File: src/rtl/core/lacc_pkg.sv
// ============================================================================
// lacc_pkg
// Shared types, constants and control bundles of the crossing counter.
// ============================================================================
`default_nettype none

package lacc_pkg;

    localparam int NODE_W        = 6;
    localparam int CMD_W         = 2;
    localparam int COUNT_W       = 7;
    localparam int CROSS_W       = 20;
    localparam int MAX_NODES_DEF = 64;
    localparam int MIN_NODES     = 4;
    localparam int S_TDATA_W     = 24;
    localparam int M_TDATA_W     = 24;
    localparam int APB_AW        = 3;
    localparam int APB_DW        = 32;

    localparam logic [CROSS_W-1:0] CROSS_MAX = '1;

    // register select bit of paddr (byte address 4*i)
    localparam logic REG_NODE_COUNT = 1'b0;

    typedef enum logic [CMD_W-1:0] {
        CMD_CLEAR    = 2'd0,
        CMD_ADD_EDGE = 2'd1,
        CMD_SET_POS  = 2'd2,
        CMD_COMPUTE  = 2'd3
    } cmd_t;

    typedef enum logic [3:0] {
        ST_IDLE,
        ST_EDGE_B,
        ST_RB_RD,
        ST_RB_WR,
        ST_U_RD,
        ST_U_LD,
        ST_V_CHK,
        ST_V_LD,
        ST_W_CHK,
        ST_W_HOLD,
        ST_W_LD,
        ST_Z_CHK,
        ST_Z_LD,
        ST_DONE
    } state_t;

    typedef struct packed {
        logic [NODE_W-1:0] position;
        logic [NODE_W-1:0] node_b;
        logic [NODE_W-1:0] node_a;
        cmd_t              cmd;
    } item_t;

    typedef struct packed {
        logic              clr;
        logic              we;
        logic [NODE_W-1:0] waddr;
        logic [NODE_W-1:0] wbit;
        logic              re;
        logic [NODE_W-1:0] raddr;
    } adj_ctrl_t;

    typedef struct packed {
        logic              npos_we;
        logic [NODE_W-1:0] npos_waddr;
        logic [NODE_W-1:0] npos_wdata;
        logic              npos_re;
        logic [NODE_W-1:0] npos_raddr;
        logic              held_clr;
        logic              hold_we;
        logic [NODE_W-1:0] hold_waddr;
        logic              hold_wvalid;
        logic [NODE_W-1:0] hold_wnode;
        logic              hold_re;
        logic [NODE_W-1:0] hold_raddr;
    } pos_ctrl_t;

    typedef struct packed {
        logic [NODE_W-1:0] npos_q;
        logic              held_at;
        logic [NODE_W-1:0] hold_q;
    } pos_stat_t;

endpackage

`default_nettype wire

File: src/rtl/core/lacc_pos_store.sv
// ============================================================================
// lacc_pos_store
// Node positions (identity until written) and the position holder table
// rebuilt at the start of every count.
// ============================================================================
`default_nettype none

module lacc_pos_store #(
    parameter int SLOTS = lacc_pkg::MAX_NODES_DEF
) (
    input  wire logic                aclk,
    input  wire logic                aresetn,
    input  wire lacc_pkg::pos_ctrl_t ctrl,
    output lacc_pkg::pos_stat_t      stat
);

    localparam int AW = $clog2(SLOTS);

    logic [lacc_pkg::NODE_W-1:0] npos_mem [SLOTS];
    logic [SLOTS-1:0]            npos_valid_reg;
    logic [lacc_pkg::NODE_W-1:0] npos_q_reg;
    logic [lacc_pkg::NODE_W-1:0] holder_mem [SLOTS];
    logic [SLOTS-1:0]            held_reg;
    logic [lacc_pkg::NODE_W-1:0] hold_q_reg;
    logic [AW-1:0]               npos_wa;
    logic [AW-1:0]               npos_ra;
    logic [AW-1:0]               hold_wa;
    logic [AW-1:0]               hold_ra;

    assign npos_wa = ctrl.npos_waddr[AW-1:0];
    assign npos_ra = ctrl.npos_raddr[AW-1:0];
    assign hold_wa = ctrl.hold_waddr[AW-1:0];
    assign hold_ra = ctrl.hold_raddr[AW-1:0];

    always_ff @(posedge aclk) begin
        if (!aresetn) begin
            npos_valid_reg <= '0;
            held_reg       <= '0;
        end else begin
            if (ctrl.npos_we) begin
                npos_valid_reg[npos_wa] <= 1'b1;
            end
            if (ctrl.held_clr) begin
                held_reg <= '0;
            end else if (ctrl.hold_we) begin
                held_reg[hold_wa] <= ctrl.hold_wvalid;
            end
        end
    end

    always_ff @(posedge aclk) begin
        if (ctrl.npos_we) begin
            npos_mem[npos_wa] <= ctrl.npos_wdata;
        end
        if (ctrl.npos_re) begin
            npos_q_reg <= npos_valid_reg[npos_ra] ? npos_mem[npos_ra]
                                                  : lacc_pkg::NODE_W'(npos_ra);
        end
    end

    always_ff @(posedge aclk) begin
        if (ctrl.hold_we) begin
            holder_mem[hold_wa] <= ctrl.hold_wnode;
        end
        if (ctrl.hold_re) begin
            hold_q_reg <= holder_mem[hold_ra];
        end
    end

    assign stat.npos_q  = npos_q_reg;
    assign stat.held_at = held_reg[hold_ra];
    assign stat.hold_q  = hold_q_reg;

endmodule

`default_nettype wire

File: config.mk
export PLATFORM = sky130hd
export DESIGN_NAME = lacc_pos_store
export DESIGN_NICKNAME = d
export VERILOG_FILES = /design/src/rtl/core/lacc_pkg.sv /design/src/rtl/core/lacc_pos_store.sv
export SDC_FILE = /design/constraint.sdc
export NUM_CORES = 1
export LEC_CHECK = 0
export BUFFER_PORTS_ARGS = -buffer_cell sky130_fd_sc_hd__buf_2
export CAP_MARGIN = 25
export CORE_MARGIN = 3
export CORE_UTILIZATION = 25
export CTS_CLUSTER_DIAMETER = 80
export DETAILED_ROUTE_END_ITERATION = 10
export RECOVER_POWER = 25
export SYNTH_ARGS = -nofsm -noshare
export SYNTH_HDL_FRONTEND = slang
export SYNTH_SLANG_ARGS = --single-unit
File: constraint.sdc
create_clock -name aclk -period 5.1 [get_ports aclk]
set_input_delay 0.255 -clock aclk [delete_from_list [all_inputs] [get_ports aclk]]
set_output_delay 0.255 -clock aclk [all_outputs]
set_load 0.1 [all_outputs]
==> summary.txt, run 1 <==
=================================================================================
Fraction of final layout cells with drive strength greater than 1           24.4%
Post-cts sizing count                                                           0
Tightest slew margin relative to the limit                                  -110%
CTS clock-pin slew for the worst setup and hold paths                     0.07 ns
Number of placement rows                                                      137
Cell repeated most along the worst path                              sky130_fd_sc_hd__mux4_2
Maximum frequency from static timing analysis                             317 MHz
Final-layout setup total negative slack                                      0 ns
Gate count after technology mapping                                          1840
Crit-path max FO                                                               51
Maximum clock path buffer count                                                 3
Vias per Instance                                                            4.61
Synth async-reset ratio                                                        0%
Time the final worst path needs with I/O delays and setup                 3.15 ns
Number of buffers created by CTS                                               83
Worst endpoint data arrival time                                          2.90 ns
Critical Path Slowest Stage Cell                                     sky130_fd_sc_hd__mux4_2
Data required time at the worst endpoint                                  4.85 ns
Boundary Pins                                                                  57
Source-to-sink clock delay at the later pin of the worst-skew pair        0.66 ns
Number of distinct library cells after synthesis                               41
Critical path's top delay family                                     multiplexers
Classification of the worst-slack hold path                          input port to register
Final #Nets                                                                  1950
Sort of element at the end of the critical path                       output port
Worst ir drop on vdd                                                     0.243 mV
Drt first-iter violations                                                    1880
Syn_area_per_cell                                                      19.2 sq um
Total Die Area                                                        0.146 sq mm
Actual transition at the worst max-transition pin                         3.15 ns
CTS tree                                                                    built
Power density of the placed cells                                     378 mW/mm^2
Sequential fraction of the synthesis area                                   73.5%
H-tree depth                                                                    3
Final routed DRC violation total                                                0
Yosys warnings                                                                  0
Standard cell core area                                               0.140 sq mm
Average routed wire per standard cell                                     21.0 um
Leading register cell type out of synthesis                          sky130_fd_sc_hd__edfxtp_1
Number of global-route vias before repair                                   17865
Maximum number of pins on one net before global-route repair                   66
Final weighted congestion of routability-driven global placement            0.771
Clk Tree Root Cell                                                   sky130_fd_sc_hd__clkbuf_16
Number of enable-type register cells in the synthesized netlist               780
Via total after detailed routing                                            17749
Number of nets produced by synthesis                                         1884
Chip height                                                                382 um
Flip-flop and latch count after synthesis                                     908
Total power                                                               15.4 mW
Highest cell delay on the worst timing path                               0.64 ns
# clock sinks                                                                 908
Outcome                                                              finished with violations
Static leakage power                                                      12.2 nW
Cell breakdown of the critical path                                  buf_6, mux4_2, mux4_2, mux4_2, buf_2
Initial antenna violation count                                                 9
Startpoint-to-endpoint class of the critical path                    input port to output port
Period utilisation layout                                                   61.8%
Violations in the final reports                                      max-capacitance violations, max-slew violations
Die W                                                                      382 um
Number of buffers and inverters on the critical path                            2
Total overflow reported by the global router                                    0
GR Util All Layers                                                          10.9%
Fin area                                                             0.0406 sq mm
Count of final max-slew check failures                                        624
Half-perimeter wire length after placement                               50300 um
Number of endpoints failing setup at the final stage                            0
CP startpoint kind                                                     input port
Mapped Area                                                          0.0354 sq mm
Tightest hold margin                                                    0.0885 ns
Post-detailed-placement cell area                                    0.0379 sq mm
Unrepaired setup endpoints after global routing                             false
Buffers on Ports                                                               56
Total Wirelength                                                         80900 um
Drt pass-1 iters                                                                5
Effective utilization at floorplan                                          25.3%
Biggest regs                                                         holder_mem: 384 flops, npos_mem: 384 flops
Antenna violation net count after detailed routing                              0
Wire length of the first global-routing pass                            121000 um
Area Growth Syn to Fin                                                      14.8%
Maximum capacitance violations                                                 11
Final Hold Fails                                                                0
Worst clock skew                                                        0.0270 ns
=================================================================================
[logic make-up after synthesis]
logic type	synth area share (%)
AO/OA/AOI/OAI	4.46
AND/OR/NAND/NOR	3.41
flip-flops	73.5
multiplexers	17.1
buffers and inverters	1.55
[cell usage after synthesis, types with 2 or more instances]
master / n / area [sq um]
sky130_fd_sc_hd__nand2_1: 80 / 300
sky130_fd_sc_hd__inv_1: 2 / 7.51
sky130_fd_sc_hd__o21ai_0: 66 / 330
sky130_fd_sc_hd__nand4_1: 2 / 12.5
sky130_fd_sc_hd__o21a_1: 64 / 480
sky130_fd_sc_hd__mux2_2: 9 / 101
sky130_fd_sc_hd__buf_1: 9 / 33.8
sky130_fd_sc_hd__or3_1: 3 / 18.8
sky130_fd_sc_hd__clkbuf_1: 69 / 259
sky130_fd_sc_hd__or2_2: 2 / 12.5
sky130_fd_sc_hd__a21oi_1: 82 / 410
sky130_fd_sc_hd__o22ai_1: 5 / 31.3
sky130_fd_sc_hd__or3b_2: 4 / 35.0
sky130_fd_sc_hd__buf_6: 2 / 22.5
sky130_fd_sc_hd__and3_1: 2 / 12.5
sky130_fd_sc_hd__nand2b_1: 6 / 37.5
sky130_fd_sc_hd__nor3b_1: 2 / 15.0
sky130_fd_sc_hd__mux2i_1: 12 / 120
sky130_fd_sc_hd__edfxtp_1: 780 / 23400
sky130_fd_sc_hd__buf_2: 18 / 90.1
sky130_fd_sc_hd__nor2_1: 135 / 507
sky130_fd_sc_hd__nand3_1: 9 / 45.0
sky130_fd_sc_hd__nand3b_1: 10 / 75.1
sky130_fd_sc_hd__nor2b_1: 9 / 56.3
sky130_fd_sc_hd__a31oi_1: 2 / 12.5
sky130_fd_sc_hd__a22oi_1: 34 / 255
sky130_fd_sc_hd__dfxtp_1: 128 / 2560
sky130_fd_sc_hd__buf_4: 18 / 135
sky130_fd_sc_hd__mux4_2: 259 / 5830
sky130_fd_sc_hd__or4_1: 4 / 30.0
sky130_fd_sc_hd__nand4b_1: 3 / 26.3
[area by class of cell]
type	instances	area, sq um
Fill cell	13747	99400
Tap cell	1876	2350
Sequential cell	908	26000
Clock inverter	48	483
Inverter	2	7.51
Clock buffer	107	2310
Multi-Input combinational cell	814	8840
Timing Repair Buffer	97	643
Antenna cell	1	2.50
[placed cells by master, fill, tap and decap left out, types with 4 or more instances in the layout]
master,Yosys,layout
sky130_fd_sc_hd__nand3b_1,10,10
sky130_fd_sc_hd__bufinv_16,0,8
sky130_fd_sc_hd__clkinv_1,0,11
sky130_fd_sc_hd__nand3_1,9,9
sky130_fd_sc_hd__buf_2,18,47
sky130_fd_sc_hd__nor2b_1,9,9
sky130_fd_sc_hd__clkinv_2,0,20
sky130_fd_sc_hd__mux2_2,9,9
sky130_fd_sc_hd__nand2_1,80,80
sky130_fd_sc_hd__clkbuf_16,0,86
sky130_fd_sc_hd__edfxtp_1,780,780
sky130_fd_sc_hd__or4_1,4,4
sky130_fd_sc_hd__o21a_1,64,64
sky130_fd_sc_hd__buf_12,0,6
sky130_fd_sc_hd__a21oi_1,82,82
sky130_fd_sc_hd__clkbuf_8,0,8
sky130_fd_sc_hd__dlygate4sd3_1,0,4
sky130_fd_sc_hd__mux2i_1,12,12
sky130_fd_sc_hd__or3b_2,4,4
sky130_fd_sc_hd__dfxtp_1,128,128
sky130_fd_sc_hd__clkbuf_1,69,29
sky130_fd_sc_hd__a22oi_1,34,34
sky130_fd_sc_hd__o22ai_1,5,5
sky130_fd_sc_hd__nor2_1,135,135
sky130_fd_sc_hd__nand2b_1,6,5
sky130_fd_sc_hd__mux4_2,259,259
sky130_fd_sc_hd__buf_4,18,22
sky130_fd_sc_hd__o21ai_0,66,66
[report_power, final]
part	leakage, nW	internal [mW]	switching [mW]
Clock	1.38	3.63	2.77
Sequential	8.06	8.12	0.0200
Combinational	2.79	0.286	0.536
[worst paths after layout]
check	to	cells past startpoint	slack, ns	start
setup reg to reg	npos_q_reg[1]	5	2.58	npos_mem[55][1]
hold reg to reg	npos_valid_reg[41]	1	0.46	npos_valid_reg[41]
hold / removal	hold_q_reg[5]	2	0.09	ctrl[5]
setup / recovery	stat[6]	5	1.95	ctrl[0]
[timing repair]
action | 4_1_cts | 5_1_grt
hold endpoints to repair | 19 | 0
buffers inserted | 0 | 0
hold buffers | 4 | 0
setup endpoints to repair | 0 | 0
[through the flow]
stage | utilization [%] | worst slack, ns | std cells
CTS | 29.1 | 1.92 | 3852
floorplan | - | 2.17 | 1840
global route | 29.0 | 1.84 | 3852
finish | 29.0 | 1.95 | 3853
global placement | 27.0 | 1.77 | 3689
detailed placement | 27.0 | 1.77 | 3693
[layer usage]
metal / GRT usage, % / vias up / share of wire [%]
li1: - / 7622 / -
met1: 14.9 / 9360 / 43
met2: 17.5 / 641 / 48
met3: 2.64 / 124 / 7.3
met4: 2.64 / 2 / 2.1
met5: 0 / - / 0.016
(Power assumes the default switching activity.)
==> run 2: changes to the inputs <==
- ABC_AREA: default -> 1
- clock period: 5.1 -> 2.53 ns (I/O delays scaled with it)
==> run 2 against run 1 <==
Net effect: power is 110% higher; critical endpoint unchanged; first-iteration DRC count is 15% higher; register-to-register slack worse by 2.1 ns; worst hold slack worse by 0.011 ns; via count is 43% higher; core utilization is 0.26 points higher; the run still ends with max-capacitance violations, max-slew violations left; clock power is 120% higher.
==> summary.txt, run 2 <==
=================================================================================
Power density of the placed cells                                     750 mW/mm^2   was 378 mW/mm^2
Drt first-iter violations                                                    2166   was 1880
Commonest cells after routing, fill and taps aside                   sky130_fd_sc_hd__nand2_1, sky130_fd_sc_hd__edfxtp_1, sky130_fd_sc_hd__nor2_1   was sky130_fd_sc_hd__edfxtp_1, sky130_fd_sc_hd__mux4_2, sky130_fd_sc_hd__nor2_1
Sequential fraction of the synthesis area                                   69.8%   was 73.5%
Maximum frequency from static timing analysis                             443 MHz
Clk Tree Root Cell                                                   sky130_fd_sc_hd__clkbuf_16   unchanged
Worst endpoint data arrival time                                          2.13 ns   was 2.90 ns
Launch instance of the worst min-delay path                              ctrl[41]   was ctrl[5]
Effective utilization at floorplan                                          25.2%   was 25.3%
Violations in the final reports                                      max-capacitance violations, max-slew violations   unchanged
Number of endpoints failing setup at the final stage                            0   unchanged
H-tree depth                                                                    3   unchanged
Hold-critical path endpoint                                          npos_mem[27][2]   was hold_q_reg[5]
Period utilisation layout                                                   89.3%
CTS clock-pin slew for the worst setup and hold paths                     0.06 ns   was 0.07 ns
Initial antenna violation count                                                 2   was 9
Combinational cell fraction of total power                                   6.8%   was 5.3%
Library cell with the highest instance count after synthesis         sky130_fd_sc_hd__nand2_1   was sky130_fd_sc_hd__edfxtp_1
Wire length of the first global-routing pass                            148000 um   was 121000 um
Reg-to-Reg End                                                       hold_q_reg[4]   was npos_q_reg[1]
Static leakage power                                                      15.1 nW   was 12.2 nW
Switching power share of the total                                          23.4%   was 21.6%
Number of distinct library cells after synthesis                               24   was 41
Outcome                                                              finished with violations   unchanged
Average routed wire per standard cell                                     17.5 um   was 21.0 um
Actual transition at the worst max-transition pin                         2.24 ns   was 3.15 ns
Maximum clock path buffer count                                                 3   unchanged
Flop pwr share                                                              50.6%   was 53.0%
Fill cell instance count of the final layout                                15150   was 13747
Number of placement rows                                                      141   was 137
Top cells by instance count after synthesis                          sky130_fd_sc_hd__nand2_1, sky130_fd_sc_hd__edfxtp_1, sky130_fd_sc_hd__nor2_1   was sky130_fd_sc_hd__edfxtp_1, sky130_fd_sc_hd__mux4_2, sky130_fd_sc_hd__nor2_1
Instance count along the most critical hold path                                3   was 2
Yosys warnings                                                                  0   unchanged
Drt pass-1 iters                                                                6   was 5
Register-to-Register Setup Slack                                          0.46 ns   was 2.58 ns
Biggest area consumer among synthesized cells                        sky130_fd_sc_hd__edfxtp_1   unchanged
Half-perimeter wire length after placement                               58600 um   was 50300 um
Die W                                                                      392 um   was 382 um
Final cell utilization of the core                                          29.3%   was 29.0%
Vias per Instance                                                            4.60   was 4.61
Gate count after technology mapping                                          3421   was 1840
Logic depth of the worst register-to-register path                              9   was 5
Data required time at the worst endpoint                                  2.40 ns   was 4.85 ns
Tightest hold margin                                                    0.0774 ns   was 0.0885 ns
Maximum capacitance violations                                                  7   was 11
Part of the power in the clock network                                      42.6%   was 41.7%
Final routed DRC violation total                                                0   unchanged
Sort of element at the end of the critical path                       output port   unchanged
Mapped Area                                                          0.0373 sq mm   was 0.0354 sq mm
Crit-path max FO                                                               15   was 51
Antenna violation net count after detailed routing                              0   unchanged
Unrepaired setup endpoints after global routing                             false   unchanged
Worst clock skew                                                        0.0729 ns   was 0.0270 ns
Via total after detailed routing                                            25468   was 17749
Start of the worst register-to-register path                         holder_mem[53][4]   was npos_mem[55][1]
Buffers on Ports                                                               56   unchanged
Cell internal power dissipation                                           24.8 mW   was 12.0 mW
Psw                                                                       7.59 mW   was 3.33 mW
Total Die Area                                                        0.154 sq mm   was 0.146 sq mm
Syn_area_per_cell                                                      10.9 sq um   was 19.2 sq um
GR Util All Layers                                                          12.3%   was 10.9%
Area Growth Syn to Fin                                                      16.1%   was 14.8%
Worst ir drop on vdd                                                     0.644 mV   was 0.243 mV
Startpoint-to-endpoint class of the critical path                    input port to output port   unchanged
Yosys top cell area share                                                   62.9%   was 66.2%
Leading register cell type out of synthesis                          sky130_fd_sc_hd__edfxtp_1   unchanged
Number of buffers created by CTS                                               94   was 83
Final-layout setup total negative slack                                      0 ns   unchanged
Placed cell count                                                            5339   was 3693
Total Wirelength                                                         96600 um   was 80900 um
Count of final max-slew check failures                                        235   was 624
Biggest regs                                                         holder_mem: 384 flops, npos_mem: 384 flops   unchanged
Classification of the worst-slack hold path                          input port to register   unchanged
CP startpoint kind                                                     input port   unchanged
Tightest slew margin relative to the limit                                 -49.1%   was -110%
Standard cell core area                                               0.148 sq mm   was 0.140 sq mm
Final #Nets                                                                  3564   was 1950
CTS tree                                                                    built   unchanged
Leading cell type in the layout, fill and taps excluded              sky130_fd_sc_hd__nand2_1   was sky130_fd_sc_hd__edfxtp_1
Maximum number of pins on one net before global-route repair                  117   was 66
Boundary Pins                                                                  57   unchanged
Number of enable-type register cells in the synthesized netlist               780   unchanged
Source-to-sink clock delay at the later pin of the worst-skew pair        0.73 ns   was 0.66 ns
Final weighted congestion of routability-driven global placement            0.842   was 0.771
Synth async-reset ratio                                                        0%   unchanged
Number of nets produced by synthesis                                         3465   was 1884
Number of global-route vias before repair                                   24606   was 17865
Number of antenna diodes                                                        0   was 1
Chip height                                                                392 um   was 382 um
Time the final worst path needs with I/O delays and setup                 2.26 ns
Flip-flop and latch count after synthesis                                     908   unchanged
Final cell count without fillers                                             5531   was 3853
Fraction of final layout cells with drive strength greater than 1           9.47%   was 24.4%
# clock sinks                                                                 908   unchanged
Final Hold Fails                                                                0   unchanged
Total overflow reported by the global router                                    0   unchanged
Largest cells by area after synthesis                                sky130_fd_sc_hd__edfxtp_1, sky130_fd_sc_hd__nand2_1, sky130_fd_sc_hd__dfxtp_1   was sky130_fd_sc_hd__edfxtp_1, sky130_fd_sc_hd__mux4_2, sky130_fd_sc_hd__dfxtp_1
=================================================================================
[run 2: changes by cell type in the layout (fill, tap and decap cells not counted), sizes merged, moves of 13 or more]
cell | previous run | this run
nand3 | 9 | 440
o21a | 64 | 0
clkinv | 33 | 46
mux4 | 259 | 0
inv | 6 | 72
a21oi | 82 | 62
o21ai | 67 | 272
nor3 | 0 | 19
o22ai | 5 | 105
nor2 | 135 | 500
nand2 | 80 | 825
buf | 77 | 184
a22oi | 34 | 0
[run 2: how the worst max path moves through the flow]
stage / startpoint / end / slack, ns / cells after the start
after floorplan: ctrl[0] / stat[6] / 0.66 / 12
after global routing: held_reg[24] / stat[6] / 0.15 / 9
final: ctrl[4] / stat[6] / 0.27 / 7
after global placement: ctrl[1] / stat[6] / 0.38 / 12
after detailed placement: ctrl[40] / npos_mem[50][5] / 0.40 / 5
after CTS: held_reg[10] / stat[6] / 0.28 / 9
[run 2: cell families after synthesis]
logic type,Yosys count,share of synthesized area (%)
AND/OR/NAND/NOR,1784,19.6
AO/OA/AOI/OAI,448,6.43
flip-flops,908,69.8
buffers and inverters,281,4.27
[run 2: critical path, cell delays in order]
cell and delay [ns]:
sky130_fd_sc_hd__dlygate4sd3_1 0.56, sky130_fd_sc_hd__buf_2 0.23, sky130_fd_sc_hd__inv_1 0.49, sky130_fd_sc_hd__nand3_1 0.21
sky130_fd_sc_hd__nand3_1 0.14, sky130_fd_sc_hd__nand2_1 0.15, sky130_fd_sc_hd__buf_12 0.21
[run 2: through the flow]
step                      setup slack, ns  cell area, sq um  total power, mW
after floorplan                     0.657             37300             18.1
after CTS                           0.281             43300             32.7
after global placement              0.382             40000             18.9
after global routing                0.152             43300             33.5
after detailed placement            0.405             40000             18.9
final                               0.271             43300             32.4
[run 2: final cells by class]
type	count	area, sq um	area share (%)
Clock buffer	124	2560	5.91
Tap cell	1930	2410	5.58
Timing Repair Buffer	210	1750	4.05
Multi-Input combinational cell	2232	9690	22.4
Clock inverter	53	579	1.34
Inverter	74	289	0.668
Sequential cell	908	26000	60.1
[run 2: timing repair]
| item | 4_1_cts | 5_1_grt |
|---|---|---|
| hold endpoints to repair | 177 | 0 |
| buffers inserted | 0 | 0 |
| hold buffers | 15 | 0 |
| resized for setup | 0 | 0 |
[run 2: routing by layer]
metal	up-vias	global-route usage, %	wire (um)
met5	-	0	0
met4	0	3.82	2320
met3	138	2.13	6090
met2	832	20.0	45700
met1	12375	16.8	42600
li1	12123	-	-
[run 2: power groups by stage]
stage | Sequential [mW] | Combinational (mW) | Clock (mW)
2_1_floorplan | 16.8 | 1.22 | 0
3_3_place_gp | 16.7 | 2.17 | 0
3_5_place_dp | 16.7 | 2.18 | 0
4_1_cts | 16.4 | 2.21 | 14.1
5_1_grt | 16.4 | 2.41 | 14.7
6_report | 16.4 | 2.20 | 13.8
==> run 3: changes to the inputs <==
- RECOVER_POWER: 25 -> default
==> run 3 against run 2 <==
Net effect: the flow now finishes without violations; highest routed layer unchanged; critical path depth unchanged; die area unchanged; critical path type unchanged; core utilization about the same; clock skew increased by 0.00082 ns.
==> summary.txt, run 3 (synthesized netlist as in run 2, its figures left out) <==
=================================================================================
Total overflow reported by the global router                                    0   unchanged
Tightest slew margin relative to the limit                                  37.1%   was -49.1%
Final Hold Fails                                                                0   unchanged
Standard cell core area                                               0.148 sq mm   unchanged
Fraction of final layout cells with drive strength greater than 1           9.66%   was 9.47%
# clock sinks                                                                 908   unchanged
Critical path's top delay family                                     buffers and inverters   unchanged
Via total after detailed routing                                            25533   was 25468
Worst ir drop on vdd                                                     0.643 mV   was 0.644 mV
Static leakage power                                                      15.1 nW   about the same
Combinational cell fraction of total power                                   6.8%   about the same
Drt pass-1 iters                                                                7   was 6
Number of antenna diodes                                                        0   unchanged
Cell breakdown of the critical path                                  dlygate4sd3_1, buf_2, inv_1, nand3_1, nand3_1, nand2_1, buf_12   unchanged
Fill cell instance count of the final layout                                15144   was 15150
Half-perimeter wire length after placement                               58600 um   unchanged
GR Util All Layers                                                          12.3%   unchanged
Psw                                                                       7.58 mW   was 7.59 mW
Drt first-iter violations                                                    2157   was 2166
Maximum clock path buffer count                                                 3   unchanged
Count of final max-slew check failures                                          0   was 235
Multi-input gate area in the final layout                            0.00969 sq mm   unchanged
Cell repeated most along the worst path                              sky130_fd_sc_hd__nand3_1   unchanged
Final-layout setup total negative slack                                      0 ns   unchanged
Register Area                                                        0.0260 sq mm   unchanged
Total Wirelength                                                         96700 um   was 96600 um
Maximum number of pins on one net before global-route repair                  117   unchanged
Critical Path Slowest Stage Cell                                     sky130_fd_sc_hd__dlygate4sd3_1   unchanged
Power density of the placed cells                                     749 mW/mm^2   was 750 mW/mm^2
Total Die Area                                                        0.154 sq mm   unchanged
Maximum capacitance violations                                                  0   was 7
Commonest cells after routing, fill and taps aside                   sky130_fd_sc_hd__nand2_1, sky130_fd_sc_hd__edfxtp_1, sky130_fd_sc_hd__nor2_1   unchanged
Switching power share of the total                                          23.4%   about the same
CP startpoint kind                                                     input port   unchanged
Worst endpoint data arrival time                                          2.12 ns   was 2.13 ns
Startpoint-to-endpoint class of the critical path                    input port to output port   unchanged
Period utilisation layout                                                   88.8%   was 89.3%
Die W                                                                      392 um   unchanged
Source-to-sink clock delay at the later pin of the worst-skew pair        0.73 ns   about the same
Wire length of the first global-routing pass                            148000 um   unchanged
Leading cell type in the layout, fill and taps excluded              sky130_fd_sc_hd__nand2_1   unchanged
Number of buffers created by CTS                                               94   unchanged
Chip height                                                                392 um   unchanged
Maximum frequency from static timing analysis                             445 MHz   was 443 MHz
Number of placement rows                                                      141   unchanged
Flop pwr share                                                              50.6%   about the same
Biggest regs                                                         holder_mem: 384 flops, npos_mem: 384 flops   unchanged
Number of global-route vias before repair                                   24606   unchanged
Clk Tree Root Cell                                                   sky130_fd_sc_hd__clkbuf_16   unchanged
Buffers on Ports                                                               56   unchanged
Final weighted congestion of routability-driven global placement            0.842   unchanged
Actual transition at the worst max-transition pin                        0.944 ns   was 2.24 ns
CTS clock-pin slew for the worst setup and hold paths                     0.06 ns   about the same
Boundary Pins                                                                  57   unchanged
Time the final worst path needs with I/O delays and setup                 2.25 ns   was 2.26 ns
Number of endpoints failing setup at the final stage                            0   unchanged
Cell internal power dissipation                                           24.8 mW   about the same
Average routed wire per standard cell                                     17.5 um   about the same
Post-cts sizing count                                                           0   unchanged
Unrepaired setup endpoints after global routing                             false   unchanged
CTS tree                                                                    built   unchanged
Worst clock skew                                                        0.0737 ns   was 0.0729 ns
H-tree depth                                                                    3   unchanged
Area Growth Syn to Fin                                                      16.2%   was 16.1%
Final #Nets                                                                  3564   unchanged
Vias per Instance                                                            4.62   was 4.60
Antenna violation net count after detailed routing                              0   unchanged
Part of the power in the clock network                                      42.6%   about the same
Classification of the worst-slack hold path                          input port to register   unchanged
Tightest hold margin                                                    0.0270 ns   was 0.0774 ns
Initial antenna violation count                                                 2   unchanged
Data required time at the worst endpoint                                  2.40 ns   about the same
Highest cell delay on the worst timing path                               0.56 ns   about the same
Final routed DRC violation total                                                0   unchanged
Effective utilization at floorplan                                          25.2%   unchanged
Crit-path max FO                                                               15   unchanged
Number of buffers and inverters on the critical path                            4   unchanged
Sort of element at the end of the critical path                       output port   unchanged
Outcome                                                              finished, final reports clean   was finished with violations
=================================================================================
## run 3: metrics by stage
step	util [%]	cell area (sq um)	total power [mW]	cells	worst slack, ns
floorplan	-	37300	18.1	3421	0.657
global placement	27.1	40000	18.9	5339	0.382
detailed placement	27.1	40000	18.9	5339	0.405
CTS	29.3	43300	32.7	5531	0.281
global route	29.3	43300	33.5	5531	0.152
finish	29.3	43300	32.4	5531	0.284
## run 3: area by class of cell
class / instances / area share (%)
clock buffers: 124 / 5.90
well taps: 1930 / 5.58
flip-flops and latches: 908 / 60.0
multi-input cells: 2232 / 22.4
inverters: 74 / 0.668
clock inverters: 53 / 1.34
repair buffers: 210 / 4.12
## run 3: path summary, 6_finish.rpt
check | endpoint | slack, ns | cells after the start | from
worst max-delay path | stat[6] | 0.28 | 7 | ctrl[4]
worst min-delay path | npos_mem[8][4] | 0.03 | 1 | ctrl[33]
worst max register to register | hold_q_reg[4] | 0.46 | 9 | holder_mem[53][4]
worst min register to register | npos_valid_reg[34] | 0.47 | 2 | npos_valid_reg[34]
## run 3: metal layers
metal	global-route usage (%)	wire length (um)	share of wire, %
met1	16.8	42300	44
met4	3.82	2430	2.5
met3	2.13	6190	6.4
met2	20.0	45700	47
met5	0	0	0
## run 3: worst reg2reg max path, delay by kind of cell (launching register included)
kind | cells | cell delay, ns
buffers and inverters | 1 | 0.55
AO/OA/AOI/OAI | 2 | 0.27
AND/OR/NAND/NOR | 6 | 0.59
flip-flops | 1 | 0.35
## run 3: power by group through the flow
stage | logic, mW | clock network [mW] | registers, mW
after floorplan | 1.22 | 0 | 16.8
after global placement | 2.17 | 0 | 16.7
after detailed placement | 2.18 | 0 | 16.7
after CTS | 2.21 | 14.1 | 16.4
after global routing | 2.42 | 14.7 | 16.4
final | 2.20 | 13.8 | 16.4
## run 3: timing repair
action	4_1_cts	5_1_grt
setup buffers	0	0
setup endpoints to repair	0	0
hold buffers	15	0
hold endpoints to repair	177	0
