File: config.mk
export PLATFORM = sky130hd
export DESIGN_NAME = lacc_seq
export DESIGN_NICKNAME = d
export VERILOG_FILES = /design/src/rtl/core/lacc_pkg.sv /design/src/rtl/core/lacc_seq.sv
export SDC_FILE = /design/constraint.sdc
export NUM_CORES = 1
export LEC_CHECK = 0
export ABC_CLOCK_PERIOD_IN_PS = 9200
export BUFFER_PORTS_ARGS = -buffer_cell sky130_fd_sc_hd__buf_2
export CAP_MARGIN = 40
export CORE_AREA = 2 2 143 145
export CTS_CLUSTER_DIAMETER = 30
export DETAILED_ROUTE_END_ITERATION = 12
export DIE_AREA = 0 0 145 147
export MAX_ROUTING_LAYER = met4
export PLACE_DENSITY_LB_ADDON = 0.2
export SYNTH_ARGS = -nofsm -noshare
export SYNTH_HDL_FRONTEND = slang
export SYNTH_SLANG_ARGS = --single-unit
File: constraint.sdc
create_clock -name aclk -period 9.2 [get_ports aclk]
set_clock_uncertainty 0.15 [all_clocks]
set_input_delay 0.92 -clock aclk [delete_from_list [all_inputs] [get_ports aclk]]
set_output_delay 0.92 -clock aclk [all_outputs]
set_load 0.01 [all_outputs]
File: src/rtl/core/lacc_pkg.sv
// ============================================================================
// lacc_pkg
// Shared types, constants and control bundles of the crossing counter.
// ============================================================================
`default_nettype none

package lacc_pkg;

    localparam int NODE_W        = 6;
    localparam int CMD_W         = 2;
    localparam int COUNT_W       = 7;
    localparam int CROSS_W       = 20;
    localparam int MAX_NODES_DEF = 64;
    localparam int MIN_NODES     = 4;
    localparam int S_TDATA_W     = 24;
    localparam int M_TDATA_W     = 24;
    localparam int APB_AW        = 3;
    localparam int APB_DW        = 32;

    localparam logic [CROSS_W-1:0] CROSS_MAX = '1;

    // register select bit of paddr (byte address 4*i)
    localparam logic REG_NODE_COUNT = 1'b0;

    typedef enum logic [CMD_W-1:0] {
        CMD_CLEAR    = 2'd0,
        CMD_ADD_EDGE = 2'd1,
        CMD_SET_POS  = 2'd2,
        CMD_COMPUTE  = 2'd3
    } cmd_t;

    typedef enum logic [3:0] {
        ST_IDLE,
        ST_EDGE_B,
        ST_RB_RD,
        ST_RB_WR,
        ST_U_RD,
        ST_U_LD,
        ST_V_CHK,
        ST_V_LD,
        ST_W_CHK,
        ST_W_HOLD,
        ST_W_LD,
        ST_Z_CHK,
        ST_Z_LD,
        ST_DONE
    } state_t;

    typedef struct packed {
        logic [NODE_W-1:0] position;
        logic [NODE_W-1:0] node_b;
        logic [NODE_W-1:0] node_a;
        cmd_t              cmd;
    } item_t;

    typedef struct packed {
        logic              clr;
        logic              we;
        logic [NODE_W-1:0] waddr;
        logic [NODE_W-1:0] wbit;
        logic              re;
        logic [NODE_W-1:0] raddr;
    } adj_ctrl_t;

    typedef struct packed {
        logic              npos_we;
        logic [NODE_W-1:0] npos_waddr;
        logic [NODE_W-1:0] npos_wdata;
        logic              npos_re;
        logic [NODE_W-1:0] npos_raddr;
        logic              held_clr;
        logic              hold_we;
        logic [NODE_W-1:0] hold_waddr;
        logic              hold_wvalid;
        logic [NODE_W-1:0] hold_wnode;
        logic              hold_re;
        logic [NODE_W-1:0] hold_raddr;
    } pos_ctrl_t;

    typedef struct packed {
        logic [NODE_W-1:0] npos_q;
        logic              held_at;
        logic [NODE_W-1:0] hold_q;
    } pos_stat_t;

endpackage

`default_nettype wire

File: src/rtl/core/lacc_seq.sv
// ============================================================================
// lacc_seq
// Command decode and counting sequencer: rebuilds the holder table, then
// walks edges (u,v), inner positions and neighbors z with position compares and
// one saturating counter.
// ============================================================================
`default_nettype none

module lacc_seq #(
    parameter int MAX_NODES = lacc_pkg::MAX_NODES_DEF,
    parameter int SLOTS     = lacc_pkg::MAX_NODES_DEF
) (
    input  wire logic                          aclk,
    input  wire logic                          aresetn,
    input  wire logic                          in_valid,
    output logic                               in_ready,
    input  wire lacc_pkg::item_t               item,
    input  wire logic [lacc_pkg::COUNT_W-1:0]  node_count,
    input  wire logic                          out_free,
    output logic                               res_valid,
    output logic [lacc_pkg::CROSS_W-1:0]       res_cross,
    output lacc_pkg::adj_ctrl_t                adj_ctrl,
    input  wire logic [SLOTS-1:0]              row_q,
    output lacc_pkg::pos_ctrl_t                pos_ctrl,
    input  wire lacc_pkg::pos_stat_t           pos_stat
);

    localparam int AW = $clog2(SLOTS);
    localparam int CW = $clog2(SLOTS + 1);
    localparam int NW = lacc_pkg::NODE_W;
    localparam int KW = lacc_pkg::COUNT_W;

    lacc_pkg::state_t state_reg, state_next;

    logic [KW-1:0]               n_reg, n_next;
    logic [CW-1:0]               m_reg, m_next;
    logic [KW-1:0]               i_reg, i_next;
    logic [CW-1:0]               u_reg, u_next;
    logic [CW-1:0]               v_reg, v_next;
    logic [CW-1:0]               z_reg, z_next;
    logic [NW-1:0]               pu_reg, pu_next;
    logic [NW-1:0]               pv_reg, pv_next;
    logic [NW-1:0]               pw_reg, pw_next;
    logic [NW-1:0]               a_reg, a_next;
    logic [NW-1:0]               b_reg, b_next;
    logic [SLOTS-1:0]            row_u_reg, row_u_next;
    logic [SLOTS-1:0]            row_w_reg, row_w_next;
    logic [lacc_pkg::CROSS_W-1:0] cnt_reg, cnt_next;

    logic          edge_ok;
    logic [KW-1:0] n_clamp;
    logic [CW-1:0] m_clamp;
    logic          i_in_store;
    logic          pw_held;
    logic          u_bit;
    logic          w_bit;

    assign edge_ok = (item.node_a != item.node_b) && (int'(item.node_a) < SLOTS)
                     && (int'(item.node_b) < SLOTS);
    assign n_clamp = (int'(node_count) > MAX_NODES) ? KW'(MAX_NODES) : node_count;
    assign m_clamp = (int'(n_clamp) > SLOTS) ? CW'(SLOTS) : CW'(n_clamp);
    assign i_in_store = int'(i_reg) < SLOTS;
    assign pw_held = (int'(pw_reg) < SLOTS) && pos_stat.held_at;
    assign u_bit   = row_u_reg[v_reg[AW-1:0]];
    assign w_bit   = row_w_reg[z_reg[AW-1:0]];

    always_comb begin
        state_next = state_reg;
        case (state_reg)
            lacc_pkg::ST_IDLE: begin
                if (in_valid) begin
                    case (item.cmd)
                        lacc_pkg::CMD_ADD_EDGE: begin
                            if (edge_ok) begin
                                state_next = lacc_pkg::ST_EDGE_B;
                            end
                        end
                        lacc_pkg::CMD_COMPUTE: begin
                            state_next = (int'(n_clamp) < lacc_pkg::MIN_NODES)
                                         ? lacc_pkg::ST_DONE : lacc_pkg::ST_RB_RD;
                        end
                        default: state_next = lacc_pkg::ST_IDLE;
                    endcase
                end
            end
            lacc_pkg::ST_EDGE_B: state_next = lacc_pkg::ST_IDLE;
            lacc_pkg::ST_RB_RD: begin
                if (i_reg == n_reg) begin
                    state_next = lacc_pkg::ST_U_RD;
                end else if (i_in_store) begin
                    state_next = lacc_pkg::ST_RB_WR;
                end
            end
            lacc_pkg::ST_RB_WR: state_next = lacc_pkg::ST_RB_RD;
            lacc_pkg::ST_U_RD: begin
                state_next = (u_reg == m_reg) ? lacc_pkg::ST_DONE : lacc_pkg::ST_U_LD;
            end
            lacc_pkg::ST_U_LD: state_next = lacc_pkg::ST_V_CHK;
            lacc_pkg::ST_V_CHK: begin
                if (v_reg == m_reg) begin
                    state_next = lacc_pkg::ST_U_RD;
                end else if (u_bit) begin
                    state_next = lacc_pkg::ST_V_LD;
                end
            end
            lacc_pkg::ST_V_LD: begin
                state_next = (pu_reg < pos_stat.npos_q) ? lacc_pkg::ST_W_CHK
                                                        : lacc_pkg::ST_V_CHK;
            end
            lacc_pkg::ST_W_CHK: begin
                if (pw_reg == pv_reg) begin
                    state_next = lacc_pkg::ST_V_CHK;
                end else if (pw_held) begin
                    state_next = lacc_pkg::ST_W_HOLD;
                end
            end
            lacc_pkg::ST_W_HOLD: state_next = lacc_pkg::ST_W_LD;
            lacc_pkg::ST_W_LD:   state_next = lacc_pkg::ST_Z_CHK;
            lacc_pkg::ST_Z_CHK: begin
                if (z_reg == m_reg) begin
                    state_next = lacc_pkg::ST_W_CHK;
                end else if (w_bit) begin
                    state_next = lacc_pkg::ST_Z_LD;
                end
            end
            lacc_pkg::ST_Z_LD: state_next = lacc_pkg::ST_Z_CHK;
            lacc_pkg::ST_DONE: begin
                if (out_free) begin
                    state_next = lacc_pkg::ST_IDLE;
                end
            end
            default: state_next = lacc_pkg::ST_IDLE;
        endcase
    end

    always_comb begin
        n_next     = n_reg;
        m_next     = m_reg;
        i_next     = i_reg;
        u_next     = u_reg;
        v_next     = v_reg;
        z_next     = z_reg;
        pu_next    = pu_reg;
        pv_next    = pv_reg;
        pw_next    = pw_reg;
        a_next     = a_reg;
        b_next     = b_reg;
        row_u_next = row_u_reg;
        row_w_next = row_w_reg;
        cnt_next   = cnt_reg;
        case (state_reg)
            lacc_pkg::ST_IDLE: begin
                if (in_valid) begin
                    a_next = item.node_a;
                    b_next = item.node_b;
                    if (item.cmd == lacc_pkg::CMD_COMPUTE) begin
                        n_next   = n_clamp;
                        m_next   = m_clamp;
                        i_next   = '0;
                        u_next   = '0;
                        cnt_next = '0;
                    end
                end
            end
            lacc_pkg::ST_RB_RD: begin
                if (i_reg != n_reg && !i_in_store) begin
                    i_next = i_reg + KW'(1);
                end
            end
            lacc_pkg::ST_RB_WR: i_next = i_reg + KW'(1);
            lacc_pkg::ST_U_LD: begin
                row_u_next = row_q;
                pu_next    = pos_stat.npos_q;
                v_next     = '0;
            end
            lacc_pkg::ST_V_CHK: begin
                if (v_reg == m_reg) begin
                    u_next = u_reg + CW'(1);
                end else if (!u_bit) begin
                    v_next = v_reg + CW'(1);
                end
            end
            lacc_pkg::ST_V_LD: begin
                pv_next = pos_stat.npos_q;
                if (pu_reg < pos_stat.npos_q) begin
                    pw_next = pu_reg + NW'(1);
                end else begin
                    v_next = v_reg + CW'(1);
                end
            end
            lacc_pkg::ST_W_CHK: begin
                if (pw_reg == pv_reg) begin
                    v_next = v_reg + CW'(1);
                end else if (!pw_held) begin
                    pw_next = pw_reg + NW'(1);
                end
            end
            lacc_pkg::ST_W_LD: begin
                row_w_next = row_q;
                z_next     = '0;
            end
            lacc_pkg::ST_Z_CHK: begin
                if (z_reg == m_reg) begin
                    pw_next = pw_reg + NW'(1);
                end else if (!w_bit) begin
                    z_next = z_reg + CW'(1);
                end
            end
            lacc_pkg::ST_Z_LD: begin
                if (pos_stat.npos_q > pv_reg && cnt_reg != lacc_pkg::CROSS_MAX) begin
                    cnt_next = cnt_reg + lacc_pkg::CROSS_W'(1);
                end
                z_next = z_reg + CW'(1);
            end
            default: ;
        endcase
    end

    always_comb begin
        in_ready  = (state_reg == lacc_pkg::ST_IDLE);
        res_valid = (state_reg == lacc_pkg::ST_DONE) && out_free;
        res_cross = cnt_reg;
        adj_ctrl  = '0;
        pos_ctrl  = '0;
        pos_ctrl.hold_raddr = pw_reg;
        case (state_reg)
            lacc_pkg::ST_IDLE: begin
                if (in_valid) begin
                    case (item.cmd)
                        lacc_pkg::CMD_CLEAR: adj_ctrl.clr = 1'b1;
                        lacc_pkg::CMD_ADD_EDGE: begin
                            adj_ctrl.we    = edge_ok;
                            adj_ctrl.waddr = item.node_a;
                            adj_ctrl.wbit  = item.node_b;
                        end
                        lacc_pkg::CMD_SET_POS: begin
                            pos_ctrl.npos_we    = int'(item.node_a) < SLOTS;
                            pos_ctrl.npos_waddr = item.node_a;
                            pos_ctrl.npos_wdata = item.position;
                        end
                        lacc_pkg::CMD_COMPUTE: pos_ctrl.held_clr = 1'b1;
                        default: ;
                    endcase
                end
            end
            lacc_pkg::ST_EDGE_B: begin
                adj_ctrl.we    = 1'b1;
                adj_ctrl.waddr = b_reg;
                adj_ctrl.wbit  = a_reg;
            end
            lacc_pkg::ST_RB_RD: begin
                if (i_reg != n_reg) begin
                    if (i_in_store) begin
                        pos_ctrl.npos_re    = 1'b1;
                        pos_ctrl.npos_raddr = i_reg[NW-1:0];
                    end else begin
                        // nodes past storage have no edges: they only mask a position
                        pos_ctrl.hold_we     = int'(i_reg[NW-1:0]) < SLOTS;
                        pos_ctrl.hold_waddr  = i_reg[NW-1:0];
                        pos_ctrl.hold_wvalid = 1'b0;
                        pos_ctrl.hold_wnode  = i_reg[NW-1:0];
                    end
                end
            end
            lacc_pkg::ST_RB_WR: begin
                pos_ctrl.hold_we     = int'(pos_stat.npos_q) < SLOTS;
                pos_ctrl.hold_waddr  = pos_stat.npos_q;
                pos_ctrl.hold_wvalid = 1'b1;
                pos_ctrl.hold_wnode  = i_reg[NW-1:0];
            end
            lacc_pkg::ST_U_RD: begin
                adj_ctrl.re         = 1'b1;
                adj_ctrl.raddr      = NW'(u_reg);
                pos_ctrl.npos_re    = 1'b1;
                pos_ctrl.npos_raddr = NW'(u_reg);
            end
            lacc_pkg::ST_V_CHK: begin
                pos_ctrl.npos_re    = 1'b1;
                pos_ctrl.npos_raddr = NW'(v_reg);
            end
            lacc_pkg::ST_W_CHK: pos_ctrl.hold_re = 1'b1;
            lacc_pkg::ST_W_HOLD: begin
                adj_ctrl.re    = 1'b1;
                adj_ctrl.raddr = pos_stat.hold_q;
            end
            lacc_pkg::ST_Z_CHK: begin
                pos_ctrl.npos_re    = 1'b1;
                pos_ctrl.npos_raddr = NW'(z_reg);
            end
            default: ;
        endcase
    end

    always_ff @(posedge aclk) begin
        if (!aresetn) begin
            state_reg <= lacc_pkg::ST_IDLE;
        end else begin
            state_reg <= state_next;
        end
    end

    always_ff @(posedge aclk) begin
        n_reg     <= n_next;
        m_reg     <= m_next;
        i_reg     <= i_next;
        u_reg     <= u_next;
        v_reg     <= v_next;
        z_reg     <= z_next;
        pu_reg    <= pu_next;
        pv_reg    <= pv_next;
        pw_reg    <= pw_next;
        a_reg     <= a_next;
        b_reg     <= b_next;
        row_u_reg <= row_u_next;
        row_w_reg <= row_w_next;
        cnt_reg   <= cnt_next;
    end

endmodule

`default_nettype wire

==> results of run 1 <==
-- worst register-to-register path: stages (launching register included) --
cell      delay, ns
dfxtp_1        0.89
nand2_1        0.32
nor2_1         0.46
a21boi_0       0.54
nand2_1        0.10
nor4_1         0.57
or3_1          0.40
-- stage by stage --
stage	util	cells	power [mW]	cell area [µm²]
2_1_floorplan	-	838	1.28	10900
3_3_place_gp	0.609	1260	1.36	12100
3_5_place_dp	0.611	1264	1.36	12100
4_1_cts	0.685	1345	2.91	13600
5_1_grt	0.686	1346	2.99	13600
6_report	0.686	1346	2.89	13600
-- layer usage --
metal / wire length, µm / part of all wire
met5: 0 / 0
met2: 12200 / 0.48
met3: 1800 / 0.071
met1: 10600 / 0.42
met4: 768 / 0.030
-- cell usage in the layout (no fill, tap or decap), types with 29 or more instances in the layout --
master / netlist / routed
edfxtp_1: 220 / 220
nand2_1: 40 / 40
clkbuf_16: 0 / 45
xor2_1: 49 / 49
nand3_1: 32 / 32
xnor2_1: 29 / 29
a22oi_1: 31 / 31
buf_2: 6 / 194
nor2_1: 96 / 96
mux2i_1: 35 / 35
-- logic make-up after synthesis --
family | count (synthesis)
and+or+nand+nor | 286
DFF | 224
AOI/OAI and AO/OA | 106
xor gates and xnor gates | 78
buffers and inverters | 69
muxes | 58
adders and majority gates | 17
-- cell type report --
cell class                      instances  area (µm²)  share of cell area
Clock buffer                           50        1140              0.0841
Multi-Input combinational cell        545        3960               0.291
Sequential cell                       224        6690               0.491
Tap cell                              270         338              0.0248
Inverter                               22        82.6             0.00607
Timing Repair Buffer                  204        1070              0.0789
Clock inverter                         31         327              0.0240
-- power breakdown --
part / leakage, nW / internal [mW] / total (mW) / switching, mW
Combinational: 2.56 / 0.0731 / 0.174 / 0.101
Clock: 0.703 / 1.04 / 1.55 / 0.514
Sequential: 2.04 / 1.15 / 1.17 / 0.0257
-- final timing paths --
path | slack (ns) | from | endpoint | depth (start not counted)
max | 5.07 | state_reg[1] | adj_ctrl[18] | 7
min | 0.39 | state_reg[0] | state_reg[0] | 2
max reg2reg | 5.44 | state_reg[1] | z_reg[3] | 6
min reg2reg | 0.39 | state_reg[0] | state_reg[0] | 2
==> run summary, run 1 <==
Initial Util -> 0.550
Distinct cells, synth -> 55
Highest clock rate -> 0.242 GHz
First-pass GRT wire length -> 39,800 µm
Met1 Use GR -> 0.315
Crit. End Element -> primary output
Synth Warn # -> 0
Hold WS -> 0.388 ns
Clock Path Buffers -> 3
CTS tree -> yes
Post-Route WL -> 25,300 µm
Initial antenna violation count -> 0
Final min period -> 4.13 ns
Critical-path cell list -> or2_2 > nor2_1 > nand2_1 > nor2_1 > a22oi_1 > nor2_1 > buf_2
Num CTS Buffers -> 44
Max_cap viols -> 0
Prevailing post-synth register cell -> edfxtp_1
Compound-Gate Fraction of Synth Area -> 0.0712
Placer congestion estimate -> 0.895
Pin count of the biggest net entering global routing -> 66
Async SR Flop Fraction -> 0
GRT busiest layer -> met2
Via/cell ratio -> 5.65
Mean post-synth cell area -> 13.0 µm²
Row count -> 52
Worst slew pin tran -> 0.897 ns
Crit path arrival time -> 3.06 ns
CTS Sinks -> 224
Cell mode on critical path -> nor2_1
Yosys top cell by area -> edfxtp_1
N_diodes -> 0
Final setup fails -> 0
Clk root buf -> clkbuf_16
Post-synth top area share -> 0.605
Post-synthesis mux area share -> 0.0796
DP HPWL -> 17,100 µm
Flops & latches, synth -> 224
Synth Area in Adders -> 0.0195
Placement Setup Slack -> 5.50 ns
Max Slew Vio Count -> 0
Post-synthesis sequential area ratio -> 0.613
Setup bufs post-CTS -> 0
Combinational family with the most area after synthesis -> simple AND/OR/NAND/NOR gates
Worst Slack Setup Final -> 5.07 ns
CP Launch Type -> register
Top post-synthesis cells by area -> edfxtp_1 61%, mux4_2 4.7%, xor2_1 3.9%
CTS Hold Buffers Added -> 0
Net count after synthesis -> 963
EDFF count, synth -> 220
Clock Pin Slew Worst Setup and Hold Paths -> 0.04 ns
Fin crit share -> 0.449
Gr usage total -> 0.245
Max incr delay on CP -> 0.66 ns
WL/cell -> 18.8 µm
Setup TNS Final -> 0 ns
Met2 usage in global routing -> 0.387
Latest clock arrival within the worst-skew pair -> 0.52 ns
Slowest-stage cell, CP -> nor2_1
H-tree depth -> 2
Crit-path max FO -> 26
Mapped cell area -> 10,900 µm²
# port buffers -> 192
Static Leak -> 5.30 nW
Worst Path Required -> 8.13 ns
Final nets -> 1,166
Grt met3 use -> 0.0494
Overflow after GRT -> 0
Final hold vios -> 0
Worst Path Buf+Inv -> 1
Chip Width -> 145 µm
Max-slew headroom -> 0.402
Mapped Cells -> 838
HP Class -> reg -> reg
Synth Area in XOR/XNOR -> 0.0626
Most frequent cell after synthesis -> edfxtp_1
Unrepaired setup endpoints after global routing -> false
Fillers -> 1,426
Area Overhead vs Synth -> 24.7%
PwrDens -> 213 nW/µm²
Drc violations -> 0
Die Height -> 147 µm
Post-route ant nets -> 0
Worst IR Drop VDD -> 0.175 mV
Simple-gate share of the synthesized area -> 0.129
Most frequent cells after synthesis -> 220 x edfxtp_1, 96 x nor2_1, 49 x xor2_1, 40 x nand2_1
Routed vias -> 7,605
Ports -> 193
Layout cells sized above 1 -> 0.285
Vias in the first global route -> 7,615
Core area -> 19,800 µm²
Outcome -> completed
Critical path's top delay family -> simple AND/OR/NAND/NOR gates
Drt first pass iters -> 7
First DRT Iteration DRCs -> 551
Die area -> 21,300 µm²
Critical path type -> reg -> out
CTS-repair resized insts -> 0
No activity file was read; power rests on OpenSTA's default activity.
==> run 2: changes to the inputs <==
ABC_AREA = 1   (was default)
ABC_CLOCK_PERIOD_IN_PS = 4300   (was 9200)
CORE_AREA = 2 2 145 147   (was 2 2 143 145)
DIE_AREA = 0 0 147 149   (was 0 0 145 147)
clock period = 4.3 ns   (was 9.2 ns; I/O delays follow)
==> run 2 against run 1 <==
Effect of this change:
- synthesized cell count rose by 43%
- flip-flop and latch count is the same
- power grew 140%
- cell count grew 34%
- first-iteration DRC count is 43% higher
- sequential share of layout area is 5.0 points lower
- combinational power rose to 3.1 times the previous value
- worst setup slack worse by 4.3 ns
- sequential power rose by 120%
- critical path type unchanged
- critical endpoint is now pos_ctrl[38]
- largest cell class unchanged
==> run summary, run 2 <==
Outcome -> completed
Switching share of power -> 0.239
Final hold vios -> 0
Placer congestion estimate -> 0.968
Final setup fails -> 0
Reg-to-Reg End -> z_reg[6]
Slowest-stage cell, CP -> nand3_1
Clock Pin Slew Worst Setup and Hold Paths -> 0.05 ns
Drc violations -> 0
Die Height -> 149 µm
Unrepaired setup endpoints after global routing -> false
Num CTS Buffers -> 48
Synth Warn # -> 0
Async SR Flop Fraction -> 0
HP Start -> aresetn
Internal power -> 5.19 mW
Hold path depth -> 3
Top post-synthesis cells by area -> edfxtp_1 58%, nand2_1 8.1%, inv_1 5.2%
Distinct cells, synth -> 52
Net count after synthesis -> 1,321
Flops & latches, synth -> 224
Row count -> 53
Mapped cell area -> 11,500 µm²
EDFF count, synth -> 220
Worst Path Required -> 3.72 ns
Pin count of the biggest net entering global routing -> 65
Max Slew Vio Count -> 0
H-tree depth -> 2
Ports -> 193
Yosys top cell by area -> edfxtp_1
Clock Path Buffers -> 3
Initial antenna violation count -> 0
Routed vias -> 9,760
Static Leak -> 6.53 nW
Critical path type -> reg -> out
CTS tree -> yes
Chip Width -> 147 µm
Worst IR Drop VDD -> 0.397 mV
Post-synthesis sequential area ratio -> 0.583
Core area -> 20,600 µm²
Crit path arrival time -> 2.98 ns
Via/cell ratio -> 5.39
Area Overhead vs Synth -> 31.9%
Highest clock rate -> 0.281 GHz
P_sw -> 1.63 mW
Crit-path max FO -> 18
DP HPWL -> 21,000 µm
Critical R2R Launch -> z_reg[2]
Worst slew pin tran -> 0.880 ns
N_diodes -> 0
PwrDens -> 451 nW/µm²
Setup TNS Final -> 0 ns
Clk network pwr share -> 0.545
Mapped Cells -> 1,196
Final min period -> 3.56 ns
Crit. End Element -> primary output
Final nets -> 1,621
Drt first pass iters -> 5
Sequential power share -> 0.376
Cell count after placement -> 1,639
Mean post-synth cell area -> 9.60 µm²
Final Power -> 6.82 mW
Overflow after GRT -> 0
HP Class -> in -> reg
First DRT Iteration DRCs -> 787
Hold endpoint -> state_reg[2]
Clk root buf -> clkbuf_16
Post-synth top area share -> 0.576
Post-Route WL -> 32,400 µm
Worst Slack Setup Final -> 0.740 ns
Most frequent cells after synthesis -> 248 x nand2_1, 220 x edfxtp_1, 158 x inv_1, 145 x nor2_1, 93 x nand3_1
Post-route ant nets -> 0
Most frequent cells in the layout -> 248 x nand2_1, 220 x edfxtp_1, 192 x buf_2
Die area -> 21,900 µm²
CP Launch Type -> register
Commonest non-fill, non-tap cell in the layout -> nand2_1
Fin crit share -> 0.828
Register-to-register setup slack -> 1.08 ns
Max-slew headroom -> 0.414
Latest clock arrival within the worst-skew pair -> 0.55 ns
Reg2reg path depth -> 7
Prevailing post-synth register cell -> edfxtp_1
Max incr delay on CP -> 0.49 ns
Post-route insts no fill -> 1,810
Initial Util -> 0.558
Layout cells sized above 1 -> 0.211
CTS Sinks -> 224
First-pass GRT wire length -> 50,300 µm
Hold WS -> 0.0665 ns
Critical-path cell list -> nor2_1 > buf_4 > inv_2 > nor2_4 > inv_2 > nor2_4 > nand3_1 > nor2_1 > buf_2
Vias in the first global route -> 9,813
WL/cell -> 17.9 µm
Gr usage total -> 0.306
Placement Setup Slack -> 1.24 ns
Max_cap viols -> 0
Combinational Power Share -> 0.079
# port buffers -> 192
Most frequent cell after synthesis -> nand2_1
## run 2: worst max-delay path, delay by kind of cell, from the launching register on
kind                   cells  cell delay (ns)
and+or+nand+nor            5             1.44
buffers and inverters      4             0.63
DFF                        1             0.36
## run 2: metal layers
| layer | global-route usage | wire (µm) | vias up |
|---|---|---|---|
| met5 | - | 0 | - |
| met4 | 0.134 | 1400 | 0 |
| met3 | 0.0547 | 2260 | 106 |
| met2 | 0.508 | 15900 | 426 |
| met1 | 0.370 | 12800 | 4604 |
| li1 | - | - | 4624 |
## run 2: worst max path at each step
stage | start | cells past startpoint | endpoint | slack [ns]
after floorplan | state_reg[3] | 5 | v_reg[0] | 0.24
after global placement | z_reg[2] | 7 | z_reg[6] | 1.24
after detailed placement | z_reg[2] | 7 | z_reg[6] | 1.24
after CTS | state_reg[3] | 9 | pos_ctrl[38] | 0.73
after global routing | state_reg[3] | 9 | pos_ctrl[38] | 0.47
final | state_reg[3] | 9 | pos_ctrl[38] | 0.74
## run 2: cell type report
type                       instances  area, µm²
clock inverter                    39        444
tap                              275        344
clock buffer                      50       1210
sequential                       224       6690
multi-input combinational        768       3930
inverter                         168        638
fill                            1473       5420
timing repair buffer             286       1880
## run 2: repair_timing
action | in CTS | in global routing
hold endpoints to repair | 152 | 0
gates resized for setup | 0 | 0
hold buffers | 82 | 0
setup buffers | 0 | 0
## run 2: cells by family after synthesis
| group | Yosys count | synth area share |
|---|---|---|
| fa+ha+maj | 17 | 0.0185 |
| simple gates | 560 | 0.217 |
| compound gates | 143 | 0.0690 |
| buf+inv | 204 | 0.0765 |
| flops | 224 | 0.583 |
| xor+xnor | 46 | 0.0351 |
| mux | 2 | 0.00174 |
## run 2: through the flow
stage,cell area [µm²],util
final,15100,0.736
after global routing,15100,0.736
after CTS,15100,0.736
after detailed placement,12700,0.616
after global placement,12600,0.615
after floorplan,11500,-
## run 2: power groups by stage
| stage | logic, mW | clock network (mW) | registers (mW) |
|---|---|---|---|
| after floorplan | 0.257 | 0 | 2.60 |
| after global routing | 0.592 | 3.86 | 2.57 |
| after CTS | 0.531 | 3.73 | 2.56 |
| after detailed placement | 0.470 | 0 | 2.60 |
| final | 0.538 | 3.71 | 2.57 |
| after global placement | 0.464 | 0 | 2.60 |
==> run 3: changes to the inputs <==
ABC_AREA = 0   (was 1)
ABC_CLOCK_PERIOD_IN_PS = 3200   (was 4300)
CORE_AREA = 2 2 150 152   (was 2 2 145 147)
DIE_AREA = 0 0 152 154   (was 0 0 147 149)
clock period = 3.2 ns   (was 4.3 ns; I/O delays follow)
==> run 3 against run 2 <==
Effect of this change:
- clock power increased by 21%
- non-clock buffer count increased by 41
- core utilization decreased by 5.3 points
- critical path depth unchanged
- sequential power increased by 30%
==> run summary, run 3 (synthesis gave the netlist of run 1 again) <==
Highest clock rate -> 0.333 GHz
Max-slew headroom -> 0.455
Max_cap viols -> 0
Die area -> 23,400 µm²
Crit. End Element -> primary output
Chip Width -> 152 µm
Critical R2R Launch -> z_reg[0]
Worst slew pin tran -> 0.815 ns
Commonest non-fill, non-tap cell in the layout -> edfxtp_1
Met1 Use GR -> 0.317
Post-layout util -> 0.683
Initial Util -> 0.503
Post-route ant nets -> 0
Initial antenna violation count -> 0
Outcome -> completed
Max Slew Vio Count -> 0
Multi-input gate area -> 3970 µm²
Worst Path Required -> 2.73 ns
Final min period -> 3.01 ns
DP HPWL -> 18,900 µm
Post-Route WL -> 29,000 µm
N_diodes -> 0
Crit path arrival time -> 2.54 ns
Vias in the first global route -> 8,393
First-pass GRT wire length -> 45,400 µm
GRT busiest layer -> met2
Die Height -> 154 µm
Register-to-register setup slack -> 0.24 ns
First DRT Iteration DRCs -> 668
Placer congestion estimate -> 0.898
Overflow after GRT -> 0
Pin count of the biggest net entering global routing -> 67
Most frequent cells in the layout -> 220 x edfxtp_1, 192 x buf_2, 95 x nor2_1
PwrDens -> 571 nW/µm²
Clk root buf -> clkbuf_16
Fillers -> 1,535
HP Start -> node_count[6]
Ports -> 193
Grt met3 use -> 0.0378
Via/cell ratio -> 5.54
# port buffers -> 192
Reg-to-Reg End -> z_reg[4]
Final hold vios -> 0
Critical-path cell list -> buf_4 > or2_2 > nor2_1 > nand2_1 > nor2_1 > buf_4 > a22oi_1 > nor2_1 > buf_2
Setup TNS Final -> 0 ns
Reg2reg path depth -> 7
Static Leak -> 5.84 nW
Slowest-stage cell, CP -> or2_2
Gr usage total -> 0.252
Final nets -> 1,291
Clock Path Buffers -> 3
Unrepaired setup endpoints after global routing -> false
HP Class -> in -> reg
CP Launch Type -> register
Latest clock arrival within the worst-skew pair -> 0.53 ns
Crit-path max FO -> 25
Clock Pin Slew Worst Setup and Hold Paths -> 0.05 ns
Final setup fails -> 0
CTS tree -> yes
Worst IR Drop VDD -> 0.414 mV
Fin crit share -> 0.939
Layout cells sized above 1 -> 0.288
Met2 usage in global routing -> 0.419
Hold endpoint -> n_reg[6]
Num CTS Buffers -> 46
Critical path type -> reg -> out
Hold path depth -> 1
Seq. cell area -> 6690 µm²
Core area -> 21,700 µm²
CTS Sinks -> 224
Area Overhead vs Synth -> 35.7%
H-tree depth -> 2
Row count -> 54
Drc violations -> 0
Max incr delay on CP -> 0.35 ns
Drt first pass iters -> 5
Cell mode on critical path -> nor2_1
WL/cell -> 19.6 µm
Routed vias -> 8,222
==> run 3: cell count changes in the layout (fill, tap and decap cells not counted), sizes merged, moves of 31 or more <==
cell,change
nand2,-213
a21oi,-35
a22oi,+31
o21ai,-54
nand3,-65
inv,-145
mux2i,+33
nor2,-60
buf,+34
==> run 3: layout make-up <==
type / instances / area share
well taps: 280 / 0.0237
clock inverters: 37 / 0.0223
repair buffers: 327 / 0.151
inverters: 22 / 0.00557
multi-input cells: 545 / 0.268
flip-flops and latches: 224 / 0.451
clock buffers: 48 / 0.0782
==> run 3: worst max-delay path by stage <==
| stage | startpoint | to | slack [ns] | cells after the start |
|---|---|---|---|---|
| after floorplan | state_reg[0] | state_reg[1] | 0.01 | 6 |
| after global placement | v_reg[1] | v_reg[4] | 0.19 | 9 |
| after detailed placement | v_reg[1] | v_reg[2] | 0.18 | 9 |
| after CTS | i_reg[2] | pos_ctrl[11] | 0.04 | 8 |
| after global routing | i_reg[2] | pos_ctrl[18] | 0.03 | 8 |
| final | state_reg[3] | adj_ctrl[8] | 0.19 | 9 |
==> run 3: stage by stage <==
step                hold WS, ns  worst slack [ns]  std cells  instance area [µm²]  total power [mW]
finish                   0.0465             0.194       1483                14800              8.46
global route             0.0640            0.0290       1483                14800              8.73
CTS                      0.0356            0.0428       1480                14800              8.51
detailed placement        0.361             0.176       1306                12400              3.94
global placement          0.358             0.188       1306                12400              3.93
floorplan                 0.269           0.00953        838                10900              3.69
==> run 3: worst max-delay path, delay by kind of cell (launching register included) <==
kind,cells,cell delay [ns]
AND/OR/NAND/NOR,5,1.04
buffers and inverters,3,0.56
flip-flops,1,0.30
AO/OA/AOI/OAI,1,0.09
==> run 3: metal layers <==
| metal | vias to the layer above | share of wire |
|---|---|---|
| li1 | 3822 | - |
| met1 | 4004 | 0.41 |
| met2 | 323 | 0.50 |
| met3 | 73 | 0.053 |
| met4 | 0 | 0.032 |
| met5 | - | 0 |
==> run 3: repair_timing <==
| item | 4_1_cts | 5_1_grt |
|---|---|---|
| endpoints found under the hold margin | 168 | 0 |
| buffers inserted | 0 | 3 |
| resized for setup | 0 | 2 |
| endpoints found under the setup margin | 0 | 14 |
| hold buffers | 89 | 0 |
==> run 3: power breakdown <==
group	internal [mW]	switching (mW)	leakage, nW
Combinational	0.297	0.351	3.10
Sequential	3.29	0.0443	2.04
Clock	2.89	1.59	0.701
Total	6.48	1.98	5.84
